==> config.mk <==
export PLATFORM = sky130hd
export DESIGN_NAME = dmx512_slot_window_receiver_top
export DESIGN_NICKNAME = d
export VERILOG_FILES = /design/src/rtl/core/dmxswr_pkg.sv /design/src/rtl/core/dmx512_slot_window_receiver_top.sv
export SDC_FILE = /design/constraint.sdc
export NUM_CORES = 1
export LEC_CHECK = 0
export ABC_AREA = 1
export BUFFER_PORTS_ARGS = -buffer_cell sky130_fd_sc_hd__buf_2
export CAP_MARGIN = 25
export CORE_ASPECT_RATIO = 1.25
export CORE_MARGIN = 3
export CORE_UTILIZATION = 53
export CTS_CLUSTER_DIAMETER = 150
export DETAILED_ROUTE_END_ITERATION = 6
export PLACE_DENSITY = 0.86
export SYNTH_ARGS = -nofsm -noshare
export SYNTH_HDL_FRONTEND = slang
export SYNTH_SLANG_ARGS = --single-unit
==> constraint.sdc <==
create_clock -name clk -period 6.9 [get_ports clk]
set_input_delay 0.69 -clock clk [delete_from_list [all_inputs] [get_ports clk]]
set_output_delay 0.69 -clock clk [all_outputs]
set_load 0.05 [all_outputs]
==> src/rtl/core/dmxswr_pkg.sv <==
package dmxswr_pkg;

	localparam int unsigned CHANNELS_DEF = 4;
	localparam int unsigned CHANNELS_MAX = 512;

	localparam int unsigned ADDR_W  = 3;
	localparam int unsigned DATA_W  = 32;
	localparam int unsigned SLOT_W  = 10;
	localparam int unsigned INDEX_W = 9;
	localparam int unsigned BYTE_W  = 8;

	localparam logic [SLOT_W-1:0] START_ADDRESS_RST = 10'd1;

	typedef enum logic [0:0] {
		REG_START_ADDRESS = 1'b0
	} reg_idx_t;

	typedef enum logic [3:0] {
		ST_IDLE    = 4'b0001,
		ST_BREAK   = 4'b0010,
		ST_ARMED   = 4'b0100,
		ST_CAPTURE = 4'b1000
	} rx_state_t;

endpackage

==> src/rtl/core/dmx512_slot_window_receiver_top.sv <==
// channel  | handshake                 | payload
// ---------+---------------------------+------------------------------------------
// input    | in_valid / in_stall       | rx_byte, framing_error
// output   | out_valid / out_stall     | channel_index, channel_value, frame_complete
// config   | APB psel/penable/pready   | paddr, pwdata, prdata (start_address)
//
// One transaction per cycle while in_stall is low; a result is loaded into the
// output register when its input is accepted. The byte decode sits between the state
// registers and that single output register. in_stall is high only while a
// result is held by out_stall. Reset: idle, slot counter zero, start_address 1.
module dmx512_slot_window_receiver_top import dmxswr_pkg::*; #(
	parameter int unsigned CHANNELS = CHANNELS_DEF
) (
	input  logic               clk,
	input  logic               arst_n,
	input  logic               in_valid,
	output logic               in_stall,
	input  logic [BYTE_W-1:0]  rx_byte,
	input  logic               framing_error,
	output logic               out_valid,
	input  logic               out_stall,
	output logic [INDEX_W-1:0] channel_index,
	output logic [BYTE_W-1:0]  channel_value,
	output logic               frame_complete,
	input  logic               psel,
	input  logic               penable,
	input  logic               pwrite,
	input  logic [ADDR_W-1:0]  paddr,
	input  logic [DATA_W-1:0]  pwdata,
	output logic [DATA_W-1:0]  prdata,
	output logic               pready
);

	localparam logic [SLOT_W:0] ChanCnt = (SLOT_W+1)'(CHANNELS);

	logic [SLOT_W-1:0]  start_address_q;
	rx_state_t          state_q, state_d;
	logic [SLOT_W-1:0]  slot_cnt_q, slot_cnt_d;
	logic               out_valid_q;
	logic [INDEX_W-1:0] channel_index_q;
	logic [BYTE_W-1:0]  channel_value_q;
	logic               frame_complete_q;

	logic               accept;
	logic               emit;
	logic [INDEX_W-1:0] emit_idx;
	logic               emit_last;
	logic [SLOT_W-1:0]  cnt_dec;
	logic [SLOT_W:0]    cnt_inc;
	reg_idx_t           reg_sel;
	logic               reg_hit;

	assign pready  = 1'b1;
	assign reg_sel = reg_idx_t'(paddr[ADDR_W-1]);
	assign reg_hit = (reg_sel == REG_START_ADDRESS);

	always_comb begin
		prdata = '0;
		if (reg_hit) begin
			prdata = {{(DATA_W-SLOT_W){1'b0}}, start_address_q};
		end
	end

	always_ff @(posedge clk or negedge arst_n) begin
		if (!arst_n) begin
			start_address_q <= START_ADDRESS_RST;
		end else if (psel && penable && pwrite && pready && reg_hit) begin
			start_address_q <= pwdata[SLOT_W-1:0];
		end
	end

	assign in_stall = out_valid_q && out_stall;
	assign accept   = in_valid && !in_stall;
	assign cnt_dec  = slot_cnt_q - 1'b1;
	assign cnt_inc  = {1'b0, slot_cnt_q} + 1'b1;

	always_comb begin
		state_d   = state_q;
		slot_cnt_d = slot_cnt_q;
		emit      = 1'b0;
		emit_idx  = '0;
		emit_last = 1'b0;
		if (framing_error) begin
			state_d    = ST_BREAK;
			slot_cnt_d = start_address_q;
		end else begin
			unique case (state_q)
				ST_IDLE: begin
					state_d = ST_IDLE;
				end
				ST_BREAK: begin
					state_d = (rx_byte == '0) ? ST_ARMED : ST_IDLE;
				end
				ST_ARMED: begin
					slot_cnt_d = cnt_dec;
					if (cnt_dec == '0) begin
						emit = 1'b1;
						if (CHANNELS <= 1) begin
							emit_last = 1'b1;
							state_d   = ST_IDLE;
						end else begin
							slot_cnt_d = SLOT_W'(1);
							state_d    = ST_CAPTURE;
						end
					end
				end
				ST_CAPTURE: begin
					emit       = 1'b1;
					emit_idx   = slot_cnt_q[INDEX_W-1:0];
					emit_last  = (cnt_inc >= ChanCnt);
					slot_cnt_d = cnt_inc[SLOT_W-1:0];
					if (emit_last) begin
						state_d = ST_IDLE;
					end
				end
				default: begin
					state_d = ST_IDLE;
				end
			endcase
		end
	end

	always_ff @(posedge clk or negedge arst_n) begin
		if (!arst_n) begin
			state_q    <= ST_IDLE;
			slot_cnt_q <= '0;
		end else if (accept) begin
			state_q    <= state_d;
			slot_cnt_q <= slot_cnt_d;
		end
	end

	always_ff @(posedge clk or negedge arst_n) begin
		if (!arst_n) begin
			out_valid_q <= 1'b0;
		end else if (accept) begin
			out_valid_q <= emit;
		end else if (!out_stall) begin
			out_valid_q <= 1'b0;
		end
	end

	always_ff @(posedge clk) begin
		if (accept && emit) begin
			channel_index_q  <= emit_idx;
			channel_value_q  <= rx_byte;
			frame_complete_q <= emit_last;
		end
	end

	assign out_valid      = out_valid_q;
	assign channel_index  = channel_index_q;
	assign channel_value  = channel_value_q;
	assign frame_complete = frame_complete_q;

endmodule

Yosys cells after proc, flatten, opt, wreduce, memory -nomap -nowiden

Index checks and enable logic that the tools add are counted.

Reductions and logical operators: 13
Order comparisons: 1
Bitwise operators: 2
Muxes and demuxes: 14
Shift-type cells: 0
Div/mod/pow operators: 0
$mul: 0
Add/subtract/negate cells: 2
Eq/ne operators: 6

Operator list:

| cell                                                                     | number |
|---|---|
| 10-bit two-way mux                                                       | 3 |
| 10-bit case mux with 2 select lines                                      | 1 |
| 4-bit two-way mux                                                        | 3 |
| 4-bit case mux with 3 select lines                                       | 1 |
| 10-bit by 1-bit adder with 11-bit output (second input constant)         | 1 |
| 11-bit by 3-bit >= comparator with 1-bit output (second input constant)  | 1 |
| 10-bit logical NOT                                                       | 1 |
| 10-bit by 1-bit subtractor with 10-bit output (second input constant)    | 1 |
| 8-bit logical NOT                                                        | 1 |
| 1-bit logical AND                                                        | 6 |
| 3-bit inequality test (second input constant)                            | 2 |
| 4-bit by 2-bit equality test with 1-bit output (second input constant)   | 1 |
| 4-bit by 3-bit equality test with 1-bit output (second input constant)   | 1 |
| 4-bit equality test (second input constant)                              | 1 |
| 1-bit two-way mux                                                        | 4 |
| 3-bit two-way mux                                                        | 1 |
| 3-bit AND reduction                                                      | 1 |
| 3-bit nonzero test                                                       | 1 |
| 2-bit by 1-bit inequality test with 1-bit output (second input constant) | 1 |
| 1-bit inverter                                                           | 2 |
| 1-bit case mux with 2 select lines                                       | 1 |
| 2-bit AND reduction                                                      | 1 |
| 2-bit OR reduction                                                       | 1 |
| 1-bit logical NOT                                                        | 1 |

Logic and storage cells: 45
Memories: 0
Register bits after elaboration: 43
Output and inout bits: 53
Memory bits (read-only): 0
Bits in writable memories: 0
Latch bits: 0

Logic depth before layout (Yosys ltp)

Gate-level depths: netlist of run 1.

Depth after elaboration: 6
Mapped depth: 14

Worst setup path after synthesis of run 1

Ideal clock, no wire load.

Kind: reg2reg
Start point: register slot_cnt_q[1]
End point: register channel_index_q[0], in the netlist channel_index[0], enable pin
Buffers on the path: 0
Cell stages (with the launch flop): 15
Data required time: 6.527 ns
Setup time: 0.373 ns
Path slack: 4.543 ns
Arrival: 1.984 ns
Path through: dfrtp_1 > inv_1 > ha_1 > nand2_4 > nor2_4 > nand2_1 > nand2_1 > nand2_1 > nor2_2 > nand2_2 > nor2_2 > nand2_1 > nand2_1 > nand3_1 > inv_1

Word-level cells in the longest chain between the ends: 6

RTL lines:

| element                                       | RTL line                               | text |
|---|---|---|
| start, declared                               | dmx512_slot_window_receiver_top.sv:38  | `logic [SLOT_W-1:0] slot_cnt_q, slot_cnt_d;` |
| start signal, assigned                        | dmx512_slot_window_receiver_top.sv:129 | `slot_cnt_q <= slot_cnt_d;` |
| 10-bit by 1-bit subtractor with 10-bit output | dmx512_slot_window_receiver_top.sv:74  | `assign cnt_dec = slot_cnt_q - 1'b1;` |
| 10-bit logical NOT                            | dmx512_slot_window_receiver_top.sv:96  | `if (cnt_dec == '0) begin` |
| 1-bit two-way mux                             | dmx512_slot_window_receiver_top.sv:96  |  |
| 1-bit case mux with 2 select lines            | dmx512_slot_window_receiver_top.sv:87  | `unique case (state_q)` |
| 1-bit two-way mux                             | dmx512_slot_window_receiver_top.sv:83  | `if (framing_error) begin` |
| 1-bit logical AND                             | dmx512_slot_window_receiver_top.sv:144 | `if (accept && emit) begin` |
| end signal, assigned                          | dmx512_slot_window_receiver_top.sv:145 | `channel_index_q <= emit_idx;` |
| end, declared                                 | dmx512_slot_window_receiver_top.sv:40  | `logic [INDEX_W-1:0] channel_index_q;` |

No other way between the ends.
A chain may end at the register's enable or synchronous reset.

Worst setup path after layout of run 1

Start point: register slot_cnt_q[1]
End point: register channel_index_q[8], in the netlist channel_index[8], enable pin

Same word-level chain as after synthesis.

==> results_dict.tcl, run 1 <==
set metrics [dict create \
    cts-root-buf "clkbuf_8" \
    syn_area_per_cell_um2 7.951 \
    async_flop_share_pct 58.14 \
    max_slew_margin_pct 53.65 \
    worst-path-max-fanout 18 \
    syn_inst 333 \
    clk_pin_slew_ps 90 \
    die_w_um 69.22 \
    ys_types 38 \
    p_leak_nw 1.431 \
    overflow 0 \
    vias 2288 \
    final_max_slew_viol_count 0 \
    place.detailed.hpwl_um 4414 \
    worstSetupEndpointType "flop" \
    wire_per_inst_um 12.90 \
    antenna_found_initial 0 \
    core-area_um2 4765 \
    hold_viol 0 \
    drv_cap 0 \
    track_usage_pct 19.96 \
    tns_ps 0 \
    syn_to_final_growth_pct 11.01 \
    num_rows 28 \
    clock_path_buffers 2 \
    diodes 0 \
    final_nets 438 \
    synth_edf_count 18 \
    power_density_nw_per_um2 239.8 \
    cts_buffers 5 \
    rsz0062_at_grt "no" \
    yosysWarnings 0 \
    dieArea_um2 5885 \
    finalSetupViolCount 0 \
    cp.arrival_ps 2820 \
    dominantRegCellSynth "dfrtp_1" \
    cts_setup_buffers 0 \
    fmax_ghz 0.3477 \
    place_congestion 0.9093 \
    status "finished, final reports clean" \
    drtIter0Drc 158 \
    drive_gt1_share_pct 24.94 \
    fin_util_pct 61.69 \
    start_util_pct 55.57 \
    fin_skew_ps 6.692 \
    io_pins 104 \
    rr_worst_depth 14 \
    grt_pass1_vias 2126 \
    grt_first_pass_wirelength_um 9584 \
    crit_top_cell "nand2_1" \
    dr.pass1.iters 4 \
    critical_path.slowest_cell "inv_1" \
    ctsHoldBuffers 0 \
    tritoncts "built" \
    critPathLaunchType "flop" \
    ant_nets 0 \
    ys_seq_elements 43 \
    drt-vias-per-instance 5.142 \
    worstHoldPathType "in2async" \
    peakVddDrop_mv 0.1667 \
    drcViolationCount 0 \
    path_cells "inv_1, ha_1, nand2_4, nor2_4, nand2_1, nand2_1, nand2_1, nor2_2, nand2_2, nor2_2, nand2_1, nand2_1, nand3_1, inv_1" \
    htreeDepth 2 \
    crit_type "reg2reg" \
    grt_max_degree 26 \
    period_minus_slack_ps 2876 \
    period_share_pct 41.68 \
    tightest_slew_ps 693.2 \
    required_ps 6840 \
    syn_area_um2 2648 \
    cts_sinks 43 \
    die_h_um 85.02 \
    place_ws_ps 4053 \
    finalWirelength_um 5740 \
    yosysSeqAreaShare_pct 44.14 \
    cts_resized 0 \
    port_buffers 56 \
    clkLatencyLatePin_ps 300 \
    worst_slack_ps 4024 \
    worst_path_largest_cell_delay_ps 530 \
]
metal layers:
layer | up-vias | share of wire, % | GRT usage [%]
li1 | 1134 | - | -
met5 | - | 0 | 0
met1 | 1043 | 39 | 24.04
met2 | 96 | 52 | 35.33
met3 | 15 | 6.2 | 2.962
met4 | 0 | 2.8 | 8.703
cell families (layout without fill, tap and decap cells):
| logic type | after synthesis | after routing | synth area share [%] |
|---|---|---|---|
| buffers and inverters | 72 | 103 | 14.60 |
| other | 2 | 23 | 0.2837 |
| flip-flops | 43 | 43 | 44.14 |
| AND/OR/NAND/NOR | 166 | 166 | 28.97 |
| adder cells (fa/ha/maj) | 3 | 3 | 1.418 |
| AO/OA/AOI/OAI | 43 | 43 | 9.263 |
| XOR/XNOR | 4 | 4 | 1.323 |
placed cells by master (no fill, tap or decap), types with 3 or more instances in the layout:
master,instances
a21oi_1,19
a22oi_1,4
buf_2,56
clkbuf_8,5
conb_1,23
dfrtp_1,23
edfxtp_1,18
ha_1,3
inv_1,32
inv_2,5
nand2_1,63
nand2_2,4
nand3_1,14
nand3_2,4
nand4_1,8
nor2_1,55
nor2_2,9
nor2_4,3
nor3_1,3
o21ai_0,10
xor2_1,3
where the power goes:
part | total, mW | leakage, nW | internal (mW) | switching (mW)
clock network | 0.167 | 0.0408 | 0.0724 | 0.0947
logic | 0.217 | 0.968 | 0.0576 | 0.159
registers | 0.321 | 0.422 | 0.289 | 0.0315
total | 0.705 | 1.43 | 0.419 | 0.286
area by class of cell:
class | count | area (um^2)
Clock inverter | 3 | 23.77
Inverter | 39 | 151.4
Clock buffer | 5 | 68.82
Multi-Input combinational cell | 239 | 1171
Fill cell | 430 | 1826
Tap cell | 60 | 75.07
Timing Repair Buffer | 56 | 280.3
Sequential cell | 43 | 1169
registers in the layout, summed over array words and instances, names as in the netlist:
register	count
channel_index	9
channel_value	8
frame_complete	1
out_valid	1
slot_cnt_q	10
start_address_q	10
state_q	4
cells in the mapped netlist (5+ instances only):
| master | count | area, um^2 |
|---|---|---|
| dfrtp_1 | 23 | 575.6 |
| nand3_1 | 14 | 70.07 |
| nand4_1 | 8 | 50.05 |
| buf_4 | 23 | 172.7 |
| inv_2 | 5 | 18.77 |
| inv_1 | 32 | 120.1 |
| nor2_2 | 9 | 56.30 |
| nand2_1 | 63 | 236.5 |
| edfxtp_1 | 18 | 540.5 |
| clkbuf_1 | 5 | 18.77 |
| nor2_1 | 55 | 206.5 |
| a21oi_1 | 19 | 95.09 |
| o21ai_0 | 10 | 50.05 |
path summary, 6_finish.rpt:
| kind | start | to | slack (ps) |
|---|---|---|---|
| setup / recovery | slot_cnt_q[1] | channel_index[8] | 4020 |
| hold / removal | arst_n | slot_cnt_q[4] | 370 |
| setup reg to reg | slot_cnt_q[1] | channel_index[8] | 4020 |
| hold reg to reg | state_q[0] | state_q[0] | 480 |
| max in group asynchronous | arst_n | start_address_q[0] | 6150 |
| min in group clk | state_q[0] | state_q[0] | 480 |
critical path: cells and delay by family (launching register included):
family        cells  cell delay [ps]
simple gates     11             1040
fa+ha+maj         1              290
buf+inv           2              700
flops             1              470
metrics by stage:
step	area, um^2	std cells	total power [mW]	hold slack (ps)
3_5_place_dp	2846	437	0.5400	464.9
2_1_floorplan	2726	354	0.5064	394.4
5_1_grt	2939	445	0.7437	408.2
6_report	2939	445	0.7047	366.9
3_3_place_gp	2846	437	0.5327	458.0
4_1_cts	2939	445	0.7042	385.1
Power figures use the tool's default switching activity.
==> inputs of run 2 (changes only) <==
--- a/config.mk
+++ b/config.mk
@@ -10,10 +10,10 @@
 export CAP_MARGIN = 25
 export CORE_ASPECT_RATIO = 1.25
 export CORE_MARGIN = 3
-export CORE_UTILIZATION = 53
+export CORE_UTILIZATION = 49
 export CTS_CLUSTER_DIAMETER = 150
 export DETAILED_ROUTE_END_ITERATION = 6
-export PLACE_DENSITY = 0.86
+export PLACE_DENSITY = 0.8
 export SYNTH_ARGS = -nofsm -noshare
 export SYNTH_HDL_FRONTEND = slang
 export SYNTH_SLANG_ARGS = --single-unit
==> constraint.sdc (replaced) <==
create_clock -name clk -period 3 [get_ports clk]
set_input_delay 0.3 -clock clk [delete_from_list [all_inputs] [get_ports clk]]
set_output_delay 0.3 -clock clk [all_outputs]
set_load 0.05 [all_outputs]
==> run 2 against run 1 <==
  * Setup slack worse by 3700 ps
  * Sequential cell count stayed put
  * Utilization is 4.3 points lower
  * Non-clock buffer count is 2 higher
  * Sequential share of layout area is 0.27 points lower
  * Hold slack worse by 190 ps
  * Die area is 7.5% higher
  * Final area is 0.68% higher
  * Maximum frequency is 7.7% higher
  * Critical path type unchanged
  * Critical endpoint unchanged
  * Largest cell class unchanged
  * Largest power group unchanged
  * Highest routed layer unchanged
==> results_dict.tcl, run 2 (synthesis results as in run 1) <==
set metrics [dict create \
    p_leak_nw 1.441 \
    core-area_um2 5152 \
    track_usage_pct 18.98 \
    htreeDepth 2 \
    cts_buffers 5 \
    worstSetupEndpointType "flop" \
    cts_resized 0 \
    tightest_slew_ps 687.3 \
    drcViolationCount 0 \
    crit_family "simple AND/OR/NAND/NOR gates" \
    finalSetupViolCount 0 \
    hold_viol 0 \
    die_h_um 88.18 \
    path_buf_inv 3 \
    start_util_pct 51.38 \
    crit_start "slot_cnt_q[0]" \
    critPathLaunchType "flop" \
    whs_ps 176.8 \
    min_from "rx_byte[3]" \
    place_congestion 0.9345 \
    wire_per_inst_um 12.75 \
    peakVddDrop_mv 0.3835 \
    overflow 0 \
    ant_nets 0 \
    grt_pass1_vias 2077 \
    final_nets 440 \
    grt_max_degree 26 \
    drive_gt1_share_pct 25.06 \
    max_slew_margin_pct 54.04 \
    crit_top_cell "nand2_1" \
    total_power_mw 1.621 \
    cts_setup_buffers 0 \
    critical_path.slowest_cell "dfrtp_1" \
    syn_to_final_growth_pct 11.77 \
    vias 2287 \
    required_ps 3000 \
    grt_first_pass_wirelength_um 9404 \
    dr.pass1.iters 4 \
    final_common_cell "nand2_1" \
    period_minus_slack_ps 2670 \
    cp.arrival_ps 2670 \
    fmax_ghz 0.3746 \
    drv_cap 0 \
    status "finished, final reports clean" \
    final_cell_mix "nand2_1, buf_2, nor2_1" \
    place.detailed.hpwl_um 4370 \
    rsz0062_at_grt "no" \
    tritoncts "built" \
    crit-reg2reg-launch "slot_cnt_q[0]" \
    path_cells "inv_2, ha_1, nand2_4, nor2_4, nand2_1, nand2_1, nand2_1, nor2_2, nand2_2, nor2_2, nand2_1, nand2_1, nand3_1, inv_1, buf_4" \
    antenna_found_initial 0 \
    drt-vias-per-instance 5.094 \
    ctsHoldBuffers 1 \
    io_pins 104 \
    tns_ps 0 \
    diodes 0 \
    worst-path-max-fanout 18 \
    die_w_um 71.75 \
    clock_path_buffers 2 \
    worstHoldPathType "in2reg" \
    worst_path_largest_cell_delay_ps 490 \
    clk_pin_slew_ps 90 \
    finalWirelength_um 5725 \
    cts-root-buf "clkbuf_8" \
    period_share_pct 88.99 \
    clkLatencyLatePin_ps 310 \
    fin_skew_ps 8.900 \
    drtIter0Drc 116 \
    dieArea_um2 6326 \
    num_rows 29 \
    crit_type "reg2reg" \
    cts_sinks 43 \
    power_density_nw_per_um2 547.9 \
    port_buffers 56 \
    final_max_slew_viol_count 0 \
]
## run 2: cell count changes in the layout (fill, tap and decap cells not counted), sizes merged
cell | before | now
dlygate4sd3 | 0 | 1
buf | 56 | 57
## run 2: per-layer routing
layer  vias up  global-route usage, %  share of wire, %
li1       1134                      -                 -
met1      1039                  22.47                39
met2        98                  32.61                51
met3        16                  3.100               6.9
met4         0                  10.60               3.1
met5         -                      0                 0
## run 2: worst paths after layout
path,to,slack [ps],depth (start not counted)
setup / recovery,channel_index[8],330,15
hold / removal,channel_value[3],180,1
setup reg to reg,channel_index[8],330,15
hold reg to reg,start_address_q[0],500,2
max in group asynchronous,start_address_q[5],2100,2
min in group asynchronous,slot_cnt_q[1],520,2
## run 2: metrics by stage
stage / instances / setup slack, ps / instance area (um^2) / util, %
6_report: 449 / 330.2 / 2959 / 57.43
3_3_place_gp: 440 / 457.7 / 2856 / 55.44
3_5_place_dp: 440 / 362.7 / 2856 / 55.44
5_1_grt: 449 / 146.4 / 2959 / 57.43
4_1_cts: 449 / 364.9 / 2959 / 57.43
2_1_floorplan: 354 / 642.8 / 2726 / -
## run 2: area by class of cell
| class | instances | area, um^2 |
|---|---|---|
| fill | 488 | 2193 |
| multi-input combinational | 239 | 1171 |
| sequential | 43 | 1169 |
| timing repair buffer | 58 | 297.8 |
| inverter | 39 | 151.4 |
| tap | 62 | 77.57 |
| clock buffer | 5 | 68.82 |
| clock inverter | 3 | 23.77 |
## run 2: report_power, final
group	internal, mW	switching [mW]
combinational	0.133	0.363
sequential	0.665	0.0706
clock	0.167	0.223
total	0.965	0.657
